--- config.mk ---
export PLATFORM = sky130hd
export DESIGN_NAME = light_sensor_auto_gain_ranging_core
export DESIGN_NICKNAME = d
export VERILOG_FILES = /design/src/design/lsagr_pkg.sv /design/src/design/light_sensor_auto_gain_ranging_core.sv /design/src/design/lsagr_step.sv
export VERILOG_INCLUDE_DIRS = /design/src /design/src/design
export SDC_FILE = /design/constraint.sdc
export NUM_CORES = 1
export LEC_CHECK = 0
export ABC_AREA = 1
export BUFFER_PORTS_ARGS = -buffer_cell sky130_fd_sc_hd__buf_4
export CAP_MARGIN = 40
export CORE_MARGIN = 8
export CORE_UTILIZATION = 30
export DETAILED_ROUTE_END_ITERATION = 12
export GPL_ROUTABILITY_DRIVEN = 1
export MAX_ROUTING_LAYER = met4
export PLACE_DENSITY_LB_ADDON = 0.1
export SYNTH_ARGS = -nofsm -noshare
export SYNTH_HDL_FRONTEND = slang
export SYNTH_SLANG_ARGS = --single-unit
--- constraint.sdc ---
create_clock -name clk -period 3.76 [get_ports clk]
set_input_delay 0.564 -clock clk [delete_from_list [all_inputs] [get_ports clk]]
set_output_delay 0.564 -clock clk [all_outputs]
set_load 0.005 [all_outputs]
--- src/design/light_sensor_auto_gain_ranging_core_macros.svh ---
// Assertion macros for the light sensor auto gain ranging core.
`ifndef LIGHT_SENSOR_AUTO_GAIN_RANGING_CORE_MACROS_SVH
`define LIGHT_SENSOR_AUTO_GAIN_RANGING_CORE_MACROS_SVH

// Same-cycle implication, sampled on clk, off during reset.
`define LSAGR_ASSERT_NOW(lbl, ante, cons) \
  lbl: assert property (@(posedge clk) disable iff (!rst_n) (ante) |-> (cons)) \
    else $error("lsagr: check failed");

// Next-cycle implication, sampled on clk, off during reset.
`define LSAGR_ASSERT_NEXT(lbl, ante, cons) \
  lbl: assert property (@(posedge clk) disable iff (!rst_n) (ante) |=> (cons)) \
    else $error("lsagr: check failed");

`endif

--- src/design/lsagr_pkg.sv ---
// Types and constants shared by the auto gain ranging modules.
package lsagr_pkg;

  localparam int CountW = 16;
  localparam int GainW  = 2;
  localparam int TimeW  = 3;
  localparam int CfgIdxW = 3;

  typedef enum logic [1:0] {
    MODE_SEARCH   = 2'd0,
    MODE_REC_UP   = 2'd1,
    MODE_REC_DOWN = 2'd2,
    MODE_DONE     = 2'd3
  } mode_t;

  typedef enum logic [1:0] {
    DIR_DOWN = 2'd0,
    DIR_UP   = 2'd1,
    DIR_NONE = 2'd2
  } dir_t;

  localparam logic FuncRestart = 1'b0;
  localparam logic FuncMeasure = 1'b1;

  localparam logic [GainW-1:0]  StartGain = 2'h0;
  localparam logic [TimeW-1:0]  StartTime = 3'h2;
  localparam logic [CountW-1:0] CountZero = 16'h0000;
  localparam logic [CountW-1:0] CountFull = 16'hFFFF;

  localparam logic [CfgIdxW-1:0] CfgLowThreshold  = 3'd0;
  localparam logic [CfgIdxW-1:0] CfgHighThreshold = 3'd1;
  localparam logic [CfgIdxW-1:0] CfgGainFloor     = 3'd2;
  localparam logic [CfgIdxW-1:0] CfgGainCeiling   = 3'd3;
  localparam logic [CfgIdxW-1:0] CfgTimeFloor     = 3'd4;
  localparam logic [CfgIdxW-1:0] CfgTimeCeiling   = 3'd5;

  localparam logic [CountW-1:0] RstLowThreshold  = 16'd1000;
  localparam logic [CountW-1:0] RstHighThreshold = 16'd50000;
  localparam logic [GainW-1:0]  RstGainFloor     = 2'd0;
  localparam logic [GainW-1:0]  RstGainCeiling   = 2'd3;
  localparam logic [TimeW-1:0]  RstTimeFloor     = 3'd0;
  localparam logic [TimeW-1:0]  RstTimeCeiling   = 3'd5;

  typedef struct packed {
    logic [CountW-1:0] low;
    logic [CountW-1:0] high;
    logic [GainW-1:0]  gain_floor;
    logic [GainW-1:0]  gain_ceiling;
    logic [TimeW-1:0]  time_floor;
    logic [TimeW-1:0]  time_ceiling;
  } cfg_t;

  typedef struct packed {
    mode_t             mode;
    dir_t              dir;
    logic [GainW-1:0]  gain;
    logic [TimeW-1:0]  time_c;
  } state_t;

  typedef struct packed {
    logic              func;
    logic [CountW-1:0] vis;
    logic [CountW-1:0] ir;
  } item_t;

  typedef struct packed {
    logic [GainW-1:0]  gain_code;
    logic [TimeW-1:0]  time_code;
    logic              done_res;
    logic [CountW-1:0] vis_out;
    logic [CountW-1:0] ir_out;
  } res_t;

endpackage

--- src/design/light_sensor_auto_gain_ranging_core.sv ---
// Light sensor auto gain ranging: top level with item, result and config registers.
// Path: an accepted item is held in the input register, then moves to the result register, raising out_valid.
// Throughput: one item per cycle while out_stall is low; the ranging state updates in one pass per item.
// in_stall rises only while the input register holds an item the result reg can't take.
// Reset (rst_n low, synchronous): search mode, no direction, gain 0, time 2,
// registers at their defaults, both pipeline registers empty.
`include "light_sensor_auto_gain_ranging_core_macros.svh"

module light_sensor_auto_gain_ranging_core (
  input  logic                          clk,
  input  logic                          rst_n,
  input  logic                          in_valid,
  output logic                          in_stall,
  input  logic                          in_func,
  input  logic [lsagr_pkg::CountW-1:0]  in_vis,
  input  logic [lsagr_pkg::CountW-1:0]  in_ir,
  output logic                          out_valid,
  input  logic                          out_stall,
  output logic [lsagr_pkg::GainW-1:0]   out_gain_code,
  output logic [lsagr_pkg::TimeW-1:0]   out_time_code,
  output logic                          out_done_res,
  output logic [lsagr_pkg::CountW-1:0]  out_vis_out,
  output logic [lsagr_pkg::CountW-1:0]  out_ir_out,
  input  logic                          cfg_wr_en,
  input  logic [lsagr_pkg::CfgIdxW-1:0] cfg_index,
  input  logic [lsagr_pkg::CountW-1:0]  cfg_wdata
);
  import lsagr_pkg::*;

  cfg_t   cfg_r;
  state_t st_r;
  state_t st_nxt;
  item_t  item_r;
  res_t   res_nxt;
  res_t   res_r;
  logic   in_valid_r;
  logic   out_valid_r;
  logic   fire;
  logic   in_take;

  // result register can take the held item
  assign fire     = in_valid_r && (!out_valid_r || !out_stall);
  assign in_stall = in_valid_r && !fire;
  assign in_take  = in_valid && !in_stall;

  always_ff @(posedge clk) begin
    if (!rst_n) begin
      cfg_r.low          <= RstLowThreshold;
      cfg_r.high         <= RstHighThreshold;
      cfg_r.gain_floor   <= RstGainFloor;
      cfg_r.gain_ceiling <= RstGainCeiling;
      cfg_r.time_floor   <= RstTimeFloor;
      cfg_r.time_ceiling <= RstTimeCeiling;
    end else if (cfg_wr_en) begin
      case (cfg_index)
        CfgLowThreshold:  cfg_r.low          <= cfg_wdata;
        CfgHighThreshold: cfg_r.high         <= cfg_wdata;
        CfgGainFloor:     cfg_r.gain_floor   <= cfg_wdata[GainW-1:0];
        CfgGainCeiling:   cfg_r.gain_ceiling <= cfg_wdata[GainW-1:0];
        CfgTimeFloor:     cfg_r.time_floor   <= cfg_wdata[TimeW-1:0];
        CfgTimeCeiling:   cfg_r.time_ceiling <= cfg_wdata[TimeW-1:0];
        default: begin
        end
      endcase
    end
  end

  always_ff @(posedge clk) begin
    if (!rst_n) begin
      in_valid_r  <= 1'b0;
      out_valid_r <= 1'b0;
      st_r.mode   <= MODE_SEARCH;
      st_r.dir    <= DIR_NONE;
      st_r.gain   <= StartGain;
      st_r.time_c <= StartTime;
    end else begin
      if (in_take) begin
        in_valid_r <= 1'b1;
      end else if (fire) begin
        in_valid_r <= 1'b0;
      end
      if (fire) begin
        out_valid_r <= 1'b1;
        st_r        <= st_nxt;
      end else if (!out_stall) begin
        out_valid_r <= 1'b0;
      end
    end
  end

  always_ff @(posedge clk) begin
    if (in_take) begin
      item_r.func <= in_func;
      item_r.vis  <= in_vis;
      item_r.ir   <= in_ir;
    end
    if (fire) begin
      res_r <= res_nxt;
    end
  end

  lsagr_step u_step (
    .cfg    (cfg_r),
    .st     (st_r),
    .item   (item_r),
    .st_nxt (st_nxt),
    .res    (res_nxt)
  );

  assign out_valid     = out_valid_r;
  assign out_gain_code = res_r.gain_code;
  assign out_time_code = res_r.time_code;
  assign out_done_res  = res_r.done_res;
  assign out_vis_out   = res_r.vis_out;
  assign out_ir_out    = res_r.ir_out;

  `LSAGR_ASSERT_NEXT(a_fire_gives_result, fire, out_valid_r)
  `LSAGR_ASSERT_NEXT(a_restart_result, fire && item_r.func == FuncRestart,
    out_gain_code == StartGain && out_time_code == StartTime && !out_done_res)
  `LSAGR_ASSERT_NEXT(a_done_sticky, fire && item_r.func == FuncMeasure && st_r.mode == MODE_DONE,
    out_done_res && st_r.mode == MODE_DONE)
  `LSAGR_ASSERT_NOW(a_counts_zero_busy, out_valid_r && !out_done_res,
    out_vis_out == CountZero && out_ir_out == CountZero)
  `LSAGR_ASSERT_NEXT(a_stall_holds_item, in_stall, in_valid_r && $stable(item_r))

endmodule

--- src/design/lsagr_step.sv ---
// Ranging decision logic: next gain/time settings and done flag for one item.
module lsagr_step (
  input  lsagr_pkg::cfg_t   cfg,
  input  lsagr_pkg::state_t st,
  input  lsagr_pkg::item_t  item,
  output lsagr_pkg::state_t st_nxt,
  output lsagr_pkg::res_t   res
);
  import lsagr_pkg::*;

  logic             up_ok;
  logic             dn_ok;
  logic [GainW-1:0] up_gain;
  logic [TimeW-1:0] up_time;
  logic [GainW-1:0] dn_gain;
  logic [TimeW-1:0] dn_time;
  logic             done;

  // one step up: gain first, then time
  always_comb begin
    up_gain = st.gain;
    up_time = st.time_c;
    up_ok   = 1'b0;
    if (st.gain < cfg.gain_ceiling) begin
      up_gain = st.gain + GainW'(1);
      up_ok   = 1'b1;
    end else if (st.time_c < cfg.time_ceiling) begin
      up_time = st.time_c + TimeW'(1);
      up_ok   = 1'b1;
    end
  end

  // one step down: gain first, then time
  always_comb begin
    dn_gain = st.gain;
    dn_time = st.time_c;
    dn_ok   = 1'b0;
    if (st.gain > cfg.gain_floor) begin
      dn_gain = st.gain - GainW'(1);
      dn_ok   = 1'b1;
    end else if (st.time_c > cfg.time_floor) begin
      dn_time = st.time_c - TimeW'(1);
      dn_ok   = 1'b1;
    end
  end

  always_comb begin
    st_nxt = st;
    done   = 1'b0;
    if (item.func == FuncRestart) begin
      st_nxt.mode   = MODE_SEARCH;
      st_nxt.dir    = DIR_NONE;
      st_nxt.gain   = StartGain;
      st_nxt.time_c = StartTime;
    end else begin
      case (st.mode)
        MODE_DONE: begin
          done = 1'b1;
        end
        MODE_REC_UP: begin
          if ((st.gain == cfg.gain_ceiling && st.time_c == cfg.time_ceiling) ||
              item.vis != CountZero) begin
            done = 1'b1;
          end else begin
            st_nxt.gain   = up_gain;
            st_nxt.time_c = up_time;
          end
        end
        MODE_REC_DOWN: begin
          if ((st.gain == cfg.gain_floor && st.time_c == cfg.time_floor) ||
              item.vis != CountFull) begin
            done = 1'b1;
          end else begin
            st_nxt.gain   = dn_gain;
            st_nxt.time_c = dn_time;
          end
        end
        default: begin
          if (item.vis < cfg.low) begin
            if (st.dir == DIR_DOWN) begin
              if (item.vis != CountZero) begin
                done = 1'b1;
              end else begin
                st_nxt.gain   = up_gain;
                st_nxt.time_c = up_time;
                st_nxt.mode   = MODE_REC_UP;
              end
            end else begin
              st_nxt.dir = DIR_UP;
              if (!up_ok) begin
                done = 1'b1;
              end else begin
                st_nxt.gain   = up_gain;
                st_nxt.time_c = up_time;
              end
            end
          end else if (item.vis > cfg.high) begin
            if (st.dir == DIR_UP) begin
              if (item.vis != CountFull) begin
                done = 1'b1;
              end else begin
                st_nxt.gain   = dn_gain;
                st_nxt.time_c = dn_time;
                st_nxt.mode   = MODE_REC_DOWN;
              end
            end else begin
              st_nxt.dir = DIR_DOWN;
              if (!dn_ok) begin
                done = 1'b1;
              end else begin
                st_nxt.gain   = dn_gain;
                st_nxt.time_c = dn_time;
              end
            end
          end else begin
            done = 1'b1;
          end
        end
      endcase
      if (done) begin
        st_nxt.mode = MODE_DONE;
      end
    end
  end

  always_comb begin
    res.gain_code = st_nxt.gain;
    res.time_code = st_nxt.time_c;
    res.done_res  = done;
    res.vis_out   = done ? item.vis : CountZero;
    res.ir_out    = done ? item.ir  : CountZero;
  end

endmodule
==> run_results.csv, run 1 <==
group,metric,value,unit
run_status,status,"finished, final reports clean",
final_layout,multi_input_area,2480,sq um
critical_path,rr_endpoint,"out_vis_out[10]",
timing,slew_headroom,47.3,%
detailed_routing,routedWlPerCell,14.5,microns
critical_path,crit_required,3.91,ns
timing,period_minus_slack,2.82,ns
grt,grt_max_degree,50,
pwr,pwr-share-seq,42.8,%
die,die_area,25800,sq um
pwr,p_leak,0.00356,uW
detailed_routing,drt-total-wl,16200,microns
job,maxCapViolCount,0,
timing,finalSetupViolations,0,
die,die_w,160,microns
timing,fin_skew,0.00710,ns
timing,hold_viol_final,0,
synthesis,ys_ff_latch,124,
critical_path,critPathMaxFanout,32,
clocking,insertion_delay,0.42,ns
final_layout,ff_latch_area,3190,sq um
synthesis,avgSynthCellArea,8.66,sq um
critical_path,crit_type,"reg2reg",
critical_path,arrival,2.97,ns
detailed_routing,dr.pass1.iters,4,
clocking,tritoncts,"built",
final_layout,num-fill-cells,2101,
clocking,clock_path_buffers,2,
grt,grt_pass1_wl,26500,microns
detailed_routing,via_per_inst,4.48,
place,placed_cell_area,7270,sq um
die,rows,53,
clocking,cts_setup_buffers,0,
die,io_pins,97,
hold_path,min_from,"in_ir[13]",
timing,fin_crit_sh,74.9,%
pwr,p_per_area,467,nW/um^2
clocking,ctsResizeCount,0,
hold_path,holdCritPathClass,"in2reg",
synthesis,synthCells,723,
synthesis,synth_edf_count,71,
synthesis,ys_async_sr_fraction,0,%
synthesis,synth_nets,823,
pwr,power.internal,2650,uW
synthesis,yosys-top-cells-area,"edfxtp_1 34%, dfxtp_1 17%, ha_1 8.6%",
synthesis,yosys.area.top_type_share,34.0,%
detailed_routing,drt_iter0_markers,250,
grt,grt_pass1_vias,5143,
pwr,clkPwrFrac,43.2,%
pwr,p_sw,1010,uW
hold_path,whs_path_depth,1,
detailed_routing,vias,4992,
clocking,root_buffer,"clkbuf_16",
pwr,p_comb_share,14.0,%
grt,track_usage,13.4,%
synthesis,synthDistinctLibCells,36,
hold_path,holdPathEnd,"item_r[13]",
pwr,vdd_drop_max,0.000283,V
final_layout,area_growth,25.1,%
place,port-buffer-count,96,
synthesis,synth_top_area_cell,"edfxtp_1",
die,start_util,30.2,%
clocking,cts.clk_slew.worst_paths,0.06,ns
place,globalplace.congestion,0.883,
final_layout,drive_gt1_share,18.3,%
critical_path,cp-start-kind,"flop",
timing,finalMaxSlewViolations,0,
pwr,sw_frac_of_total,27.7,%
clocking,cts_buffers,17,
final_layout,nets,927,
detailed_routing,ant_nets,0,
timing,max_freq,0.355,GHz
critical_path,end_kind,"flop",
die,die_height,160,microns
grt,antenna_found_initial,0,
clocking,cts-htree-levels,4,
synthesis,synth_top_flop_cell,"edfxtp_1",
synthesis,seq_area_frac_synth,51.0,%
die,coreArea,20800,sq um
synthesis,yosysWarnings,0,
clocking,clock_sinks,124,
final_layout,final_area,7840,sq um
grt,grt.overflow.total,0,
critical_path,r2r_setup_slack,0.94,ns
critical_path,r2r_cells,12,
timing,tightest_slew,0.787,ns
place,dp_hpwl,12300,microns
critical_path,r2r_start,"st_r[3]",
timing,setup_tns,0,ns
clocking,hold_buffers,0,
timing,rsz0062_at_grt,"false",
synthesis,yosys-top-cells-count,"134 x nand2_1, 126 x inv_1, 82 x nor2_1",
detailed_routing,drc,0,
synthesis,syn-cell-area,6260,sq um
final_layout,diodes,0,
synthesis,yosysMostFrequentCell,"nand2_1",
-- sequential cells by signal, indices dropped and copies added (netlist names) --
signal         cells
st_r               9
out_gain_code      2
out_time_code      3
out_ir_out        16
out_vis_out       16
cfg_r             42
in_valid_r         1
out_valid          1
item_r            33
out_done_res       1
-- area by class of cell --
class                      instances  area share, %
sequential                       124           40.7
multi-input combinational        452           31.7
timing repair buffer             101           9.67
inverter                         131           6.30
clock buffer                      18           5.47
tap                              275           4.39
clock inverter                    14           1.76
-- critical path, stage by stage (launching register included) --
cell	delay (ns)
dfxtp_1	0.44
clkinv_1	0.27
ha_1	0.34
nand2_1	0.11
nand2_1	0.08
inv_1	0.18
nor2_1	0.08
a21oi_2	0.19
nand3_2	0.17
a21oi_4	0.24
nor2_4	0.06
inv_4	0.29
nor2_1	0.09
-- worst max-delay path by stage --
stage / cells after the start / slack [ns] / start / end
2_1_floorplan: 4 / 1.18 / out_stall / out_done_res
3_3_place_gp: 10 / 1.05 / item_r[29] / out_vis_out[9]
3_5_place_dp: 12 / 0.95 / st_r[3] / out_vis_out[6]
4_1_cts: 12 / 0.95 / st_r[3] / out_vis_out[11]
5_1_grt: 12 / 0.69 / st_r[3] / out_vis_out[8]
6_report: 12 / 0.94 / st_r[3] / out_vis_out[10]
-- metrics by stage --
stage	hold WS, ns	instances	power (uW)	utilization [%]	setup WS [ns]
4_1_cts	0.297	1115	3710	37.8	0.948
3_5_place_dp	0.454	1083	2110	35.0	0.953
6_report	0.320	1115	3660	37.8	0.944
2_1_floorplan	0.435	723	1920	-	1.18
5_1_grt	0.290	1115	3850	37.8	0.693
3_3_place_gp	0.455	1083	2110	35.0	1.05
-- metal layers --
| metal | global-route usage [%] | routed length (microns) | up-vias |
|---|---|---|---|
| li1 | - | - | 2579 |
| met1 | 15.6 | 7340 | 2312 |
| met2 | 22.7 | 8180 | 86 |
| met3 | 2.84 | 442 | 15 |
| met4 | 4.59 | 225 | 0 |
| met5 | - | 0 | - |
-- power groups by stage --
| stage | sequential [uW] | clock (uW) | combinational [uW] |
|---|---|---|---|
| after global routing | 1580 | 1690 | 590 |
| after CTS | 1570 | 1620 | 521 |
| after floorplan | 1590 | 0 | 337 |
| final | 1570 | 1580 | 513 |
| after global placement | 1600 | 0 | 517 |
| after detailed placement | 1600 | 0 | 517 |
-- placed cells by master (no fill, tap or decap), drive strengths merged --
master and count:
a21oi 51, a31oi 2, o21a 1, clkinv 4, o21ai 47, buf 101, xor2 5, nand2 136
o21bai 1, clkinvlp 4, inv 136, nand3 39, edfxtp 71, bufinv 1, xnor2 1, o2111ai 1
nor2 91, a21o 1, nand3b 2, ha 43, o211ai 23, clkbuf 18, dfxtp 53, nor3 5
nand4 3
-- kinds of logic after synthesis --
logic type / Yosys count / share of synthesized area [%]
simple gates: 276 / 18.5
buf+inv: 147 / 9.51
compound gates: 127 / 11.6
flops: 124 / 51.0
fa+ha+maj: 43 / 8.59
xor+xnor: 6 / 0.839
Power figures use the tool's default switching activity.
==> inputs of run 2 (changes only) <==
clock period = 2.7 ns   (was 3.76 ns; I/O delays follow)
==> run 2 against run 1 <==
Against the previous run:
- sequential power increased by 38%
- highest routed layer unchanged
- first-iteration DRC count decreased by 8.0%
- largest cell class unchanged
- sequential share of layout area decreased by 1.1 points
- non-clock buffer count increased by 15
- critical path type unchanged
==> run_results.csv, run 2 (synthesized netlist as in run 1, its figures left out) <==
group,metric,value,unit
timing,period_minus_slack,2.44,ns
pwr,p_sw,1440,uW
pwr,vdd_drop_max,0.000473,V
place,placed_cell_area,7400,sq um
final_layout,nets,942,
clocking,root_buffer,"clkbuf_16",
timing,hold_viol_final,0,
critical_path,crit_required,2.87,ns
timing,fin_skew,0.0108,ns
final_layout,largest_reg_flops,42,
timing,max_freq,0.410,GHz
critical_path,worst_path_most_repeated_cell,"nand2_1",
final_layout,area_growth,28.6,%
final_layout,top_register,"cfg_r",
hold_path,min_from,"in_ir[12]",
clocking,cts_buffers,17,
place,port-buffer-count,96,
detailed_routing,dr.pass1.iters,5,
grt,grt.overflow.total,0,
pwr,p_per_area,676,nW/um^2
timing,finalSetupViolations,0,
job,maxCapViolCount,0,
critical_path,r2r_cells,13,
clocking,cts.clk_slew.worst_paths,0.06,ns
pwr,sw_frac_of_total,26.4,%
final_layout,final_area,8050,sq um
critical_path,cp.depth,13,
timing,slew_headroom,66.9,%
critical_path,cpLargestDelayFamily,"simple AND/OR/NAND/NOR gates",
clocking,clock_sinks,124,
timing,whs,0.157,ns
clocking,hold_buffers,0,
final_layout,mostFrequentLayoutCell,"nand2_1",
final_layout,drive_gt1_share,20.2,%
clocking,tritoncts,"built",
clocking,insertion_delay,0.42,ns
pwr,p_comb_share,14.2,%
pwr,p_leak,0.00367,uW
pwr,pwr-share-seq,39.9,%
die,start_util,30.2,%
die,die_w,160,microns
detailed_routing,drc,0,
timing,setup_tns,0,ns
hold_path,holdCritPathClass,"in2reg",
die,io_pins,97,
critical_path,critPathMaxFanout,24,
die,coreArea,20800,sq um
critical_path,slowest_delay,0.45,ns
critical_path,r2r_start,"item_r[23]",
detailed_routing,via_per_inst,4.46,
detailed_routing,drt_iter0_markers,230,
clocking,cts-htree-levels,4,
critical_path,path_buf_inv,2,
detailed_routing,drt-total-wl,16700,microns
critical_path,arrival,2.62,ns
final_layout,diodes,0,
detailed_routing,routedWlPerCell,14.8,microns
die,die_area,25800,sq um
timing,fin_crit_sh,90.4,%
hold_path,holdPathEnd,"item_r[12]",
place,globalplace.congestion,0.828,
detailed_routing,vias,5045,
critical_path,path_cells,"ha_1 -> nand2_1 -> nor2_2 -> nand2_1 -> nand2_1 -> nand2_1 -> a21oi_2 -> nand3_2 -> a21oi_4 -> nor2_4 -> inv_4 -> buf_12 -> nor2_1",
grt,antenna_found_initial,0,
die,rows,53,
clocking,ctsResizeCount,0,
run_status,status,"finished, final reports clean",
final_layout,reg.largest.list,"cfg_r: 42 flops, item_r: 33 flops",
pwr,clkPwrFrac,45.9,%
grt,grt_max_degree,50,
grt,track_usage,13.7,%
final_layout,layout_common_cells,"134 x nand2_1, 126 x inv_1, 115 x buf_4",
die,die_height,160,microns
clocking,cts_setup_buffers,0,
grt,grt_pass1_vias,5264,
clocking,clock_path_buffers,2,
critical_path,cp_slowest_cell,"edfxtp_1",
critical_path,r2r_setup_slack,0.26,ns
detailed_routing,ant_nets,0,
critical_path,rr_endpoint,"out_vis_out[15]",
critical_path,cp-start-kind,"flop",
pwr,power,5440,uW
timing,tightest_slew,0.497,ns
critical_path,end_kind,"flop",
hold_path,whs_path_depth,1,
timing,finalMaxSlewViolations,0,
pwr,power.internal,4010,uW
grt,grt_pass1_wl,27100,microns
timing,rsz0062_at_grt,"true",
place,dp_hpwl,12600,microns
critical_path,crit_type,"reg2reg",
[run 2: cell types whose count changed in the layout (fill, tap and decap cells not counted), moves of 2 or more]
cell / change
buf_4: +14
bufinv_16: +3
clkinvlp_4: -2
inv_6: -2
nor2_1: -3
nor2_2: +3
[run 2: worst max-delay path by stage]
stage,startpoint,endpoint,slack (ns)
after global routing,item_r[23],out_vis_out[15],-0.009
after detailed placement,item_r[23],out_vis_out[13],0.10
final,item_r[23],out_vis_out[15],0.26
after floorplan,out_stall,out_done_res,0.28
after CTS,item_r[23],out_vis_out[15],0.07
after global placement,item_r[23],out_vis_out[15],0.14
[run 2: power groups by stage]
stage,logic (uW),clock network (uW),registers [uW]
3_3_place_gp,778,0,2210
2_1_floorplan,470,0,2210
6_report,773,2500,2170
5_1_grt,887,2640,2190
3_5_place_dp,778,0,2220
4_1_cts,783,2560,2180
[run 2: metal layers]
layer	track usage [%]	up-vias	share of wire, %
met5	-	-	0
met4	4.97	0	1.6
met3	3.22	18	2.5
met2	23.2	73	50
met1	15.7	2340	46
li1	-	2614	-
[run 2: layout make-up]
cell class | instances | area, sq um
clock buffer | 18 | 429
tap | 275 | 344
multi-input combinational | 452 | 2500
inverter | 131 | 494
fill | 2129 | 12700
clock inverter | 14 | 210
timing repair buffer | 116 | 883
sequential | 124 | 3190
[run 2: metrics by stage]
stage               util (%)  setup WS, ns  instances
floorplan                  -         0.276        723
global placement        35.6         0.139       1098
detailed placement      35.6         0.100       1098
CTS                     38.7        0.0725       1130
global route            38.8      -0.00873       1130
finish                  38.8         0.258       1130
==> inputs of run 3 (changes only) <==
SYNTH_HIERARCHICAL = 1   (was unset)
clock period = 3 ns   (was 2.7 ns; I/O delays follow)
==> run 3 against run 2 <==
Against the previous run:
- area after synthesis up 5.4%
- worst setup slack improved by 0.17 ns
- highest routed layer unchanged
- flip-flop and latch count unchanged
- critical path type unchanged
- utilization shrank 1.1 points
==> run_results.csv, run 3 <==
group,metric,value,unit
place,dp_hpwl,13400,microns
die,die_area,27000,sq um
run_status,status,"finished, final reports clean",
critical_path,cp_slowest_cell,"edfxtp_1",
timing,finalMaxSlewViolations,0,
timing,max_freq,0.388,GHz
die,rows,54,
hold_path,holdCritPathClass,"in2reg",
place,port-buffer-count,96,
detailed_routing,routedWlPerCell,14.8,microns
hold_path,whs_path_depth,1,
critical_path,r2r_start,"item_r[31]",
critical_path,r2r_cells,13,
critical_path,end_kind,"flop",
final_layout,drive_gt1_share,16.3,%
detailed_routing,via_per_inst,4.41,
final_layout,layout_common_cells,"205 x nand2_1, 139 x nor2_1, 132 x inv_1",
final_layout,mostFrequentLayoutCell,"nand2_1",
synthesis,synth_top_area_cell,"edfxtp_1",
critical_path,critPathMaxFanout,23,
synthesis,yosysMostFrequentCell,"nand2_1",
job,maxCapViolCount,0,
clocking,cts.clk_slew.worst_paths,0.06,ns
critical_path,cp-startpoint,"item_r[31]",
die,die_height,164,microns
clocking,clock_sinks,124,
timing,period_minus_slack,2.57,ns
timing,setup_tns,0,ns
timing,tightest_slew,0.605,ns
detailed_routing,drt-total-wl,18200,microns
timing,fin_skew,0.00857,ns
clocking,cts-htree-levels,4,
die,start_util,30.4,%
final_layout,final_area,8170,sq um
clocking,cts_setup_buffers,0,
detailed_routing,vias,5426,
clocking,insertion_delay,0.42,ns
clocking,hold_buffers,0,
final_layout,num-fill-cells,2291,
grt,antenna_found_initial,0,
hold_path,min_from,"in_ir[2]",
timing,fin_crit_sh,85.8,%
final_layout,reg.largest.list,"cfg_r: 42 flops, item_r: 33 flops",
final_layout,diodes,0,
critical_path,cp-start-kind,"flop",
synthesis,ys_async_sr_fraction,0,%
timing,finalSetupViolations,0,
pwr,p_leak,0.00393,uW
die,coreArea,21700,sq um
synthesis,synthDistinctLibCells,29,
detailed_routing,drt_iter0_markers,295,
detailed_routing,ant_nets,0,
pwr,p_per_area,555,nW/um^2
place,placed_cell_area,7620,sq um
final_layout,top_register,"cfg_r",
pwr,vdd_drop_max,0.000405,V
detailed_routing,drc,0,
clocking,tritoncts,"built",
clocking,ctsResizeCount,0,
synthesis,seq_area_frac_synth,48.4,%
synthesis,synth_top_flop_cell,"edfxtp_1",
synthesis,yosysWarnings,6,
grt,grt_pass1_vias,5325,
timing,rsz0062_at_grt,"false",
clocking,clock_path_buffers,2,
critical_path,slowest_delay,0.44,ns
place,globalplace.congestion,0.867,
synthesis,synthCells,833,
critical_path,worst_path_most_repeated_cell,"nand2_1",
synthesis,avgSynthCellArea,7.92,sq um
die,io_pins,97,
clocking,root_buffer,"clkbuf_16",
synthesis,synth_nets,933,
final_layout,nets,1037,
detailed_routing,dr.pass1.iters,4,
critical_path,crit_type,"reg2reg",
timing,slew_headroom,59.7,%
synthesis,yosys-top-cells-count,"205 x nand2_1, 139 x nor2_1, 132 x inv_1",
synthesis,syn-cell-area,6600,sq um
grt,grt_max_degree,53,
clocking,cts_buffers,17,
synthesis,yosys-top-cells-area,"edfxtp_1 32%, dfxtp_1 16%, nand2_1 12%",
critical_path,crit_required,3.17,ns
grt,grt_pass1_wl,28700,microns
timing,hold_viol_final,0,
grt,track_usage,14.2,%
grt,grt.overflow.total,0,
final_layout,largest_reg_flops,42,
final_layout,area_growth,23.7,%
critical_path,path_cells,"ha_1 -> nand2_1 -> inv_1 -> nand3_1 -> a21oi_1 -> nor2_1 -> nand2_1 -> inv_1 -> nand2_1 -> nand3_2 -> nand2_4 -> buf_12 -> nor2_1",
synthesis,yosys.area.top_type_share,32.3,%
synthesis,ys_ff_latch,124,
synthesis,synth_edf_count,71,
critical_path,arrival,2.74,ns
die,die_w,164,microns
## run 3: cell types whose count changed after synthesis, moves of 7 or more
cell,delta
a21oi_1,-20
buf_4,+10
nand2_1,+71
nand3_1,+38
nand4_1,+7
nor2_1,+57
o211ai_1,-22
o21ai_0,-20
## run 3: metal layers
metal / part of all wire (%) / global-route usage [%] / routed length (microns)
met1: 50 / 18.9 / 9130
met2: 45 / 21.4 / 8110
met3: 4.2 / 2.78 / 764
met4: 0.97 / 4.46 / 176
met5: 0 / - / 0
## run 3: final timing paths
kind / end / slack, ns
worst min register to register: cfg_r[2] / 0.46
worst min-delay path: item_r[2] / 0.20
worst max register to register: out_vis_out[15] / 0.43
worst max-delay path: out_vis_out[15] / 0.43
## run 3: critical path, delay by kind of cell, from the launching register on
| kind | cells | cell delay [ns] |
|---|---|---|
| fa+ha+maj | 1 | 0.32 |
| flops | 1 | 0.44 |
| compound gates | 1 | 0.16 |
| buf+inv | 3 | 0.40 |
| simple gates | 8 | 0.97 |
## run 3: report_power, final
| part | switching (uW) | internal, uW |
|---|---|---|
| combinational | 403 | 260 |
| clock | 846 | 1070 |
| sequential | 54.2 | 1900 |
| total | 1300 | 3230 |
## run 3: per-stage QoR
step	total power, uW	hold WS (ns)	cells	setup slack [ns]	utilization (%)
after global routing	4760	0.178	1230	0.181	37.7
final	4530	0.200	1230	0.425	37.7
after global placement	2670	0.444	1198	0.500	35.2
after CTS	4600	0.179	1230	0.451	37.7
after detailed placement	2660	0.453	1198	0.473	35.2
after floorplan	2410	0.429	833	0.864	-
## run 3: area by class of cell
cell class | count | area [sq um] | area share, %
inverters | 135 | 507 | 6.20
clock inverters | 15 | 118 | 1.44
clock buffers | 17 | 425 | 5.21
repair buffers | 109 | 843 | 10.3
flip-flops and latches | 124 | 3190 | 39.1
multi-input cells | 550 | 2730 | 33.4
well taps | 280 | 350 | 4.29
## run 3: cell families after synthesis
logic type	after synthesis	synth area share [%]
flops	124	48.4
simple gates	442	27.8
buf+inv	159	10.3
fa+ha+maj	43	8.15
compound gates	61	4.87
xor+xnor	4	0.531
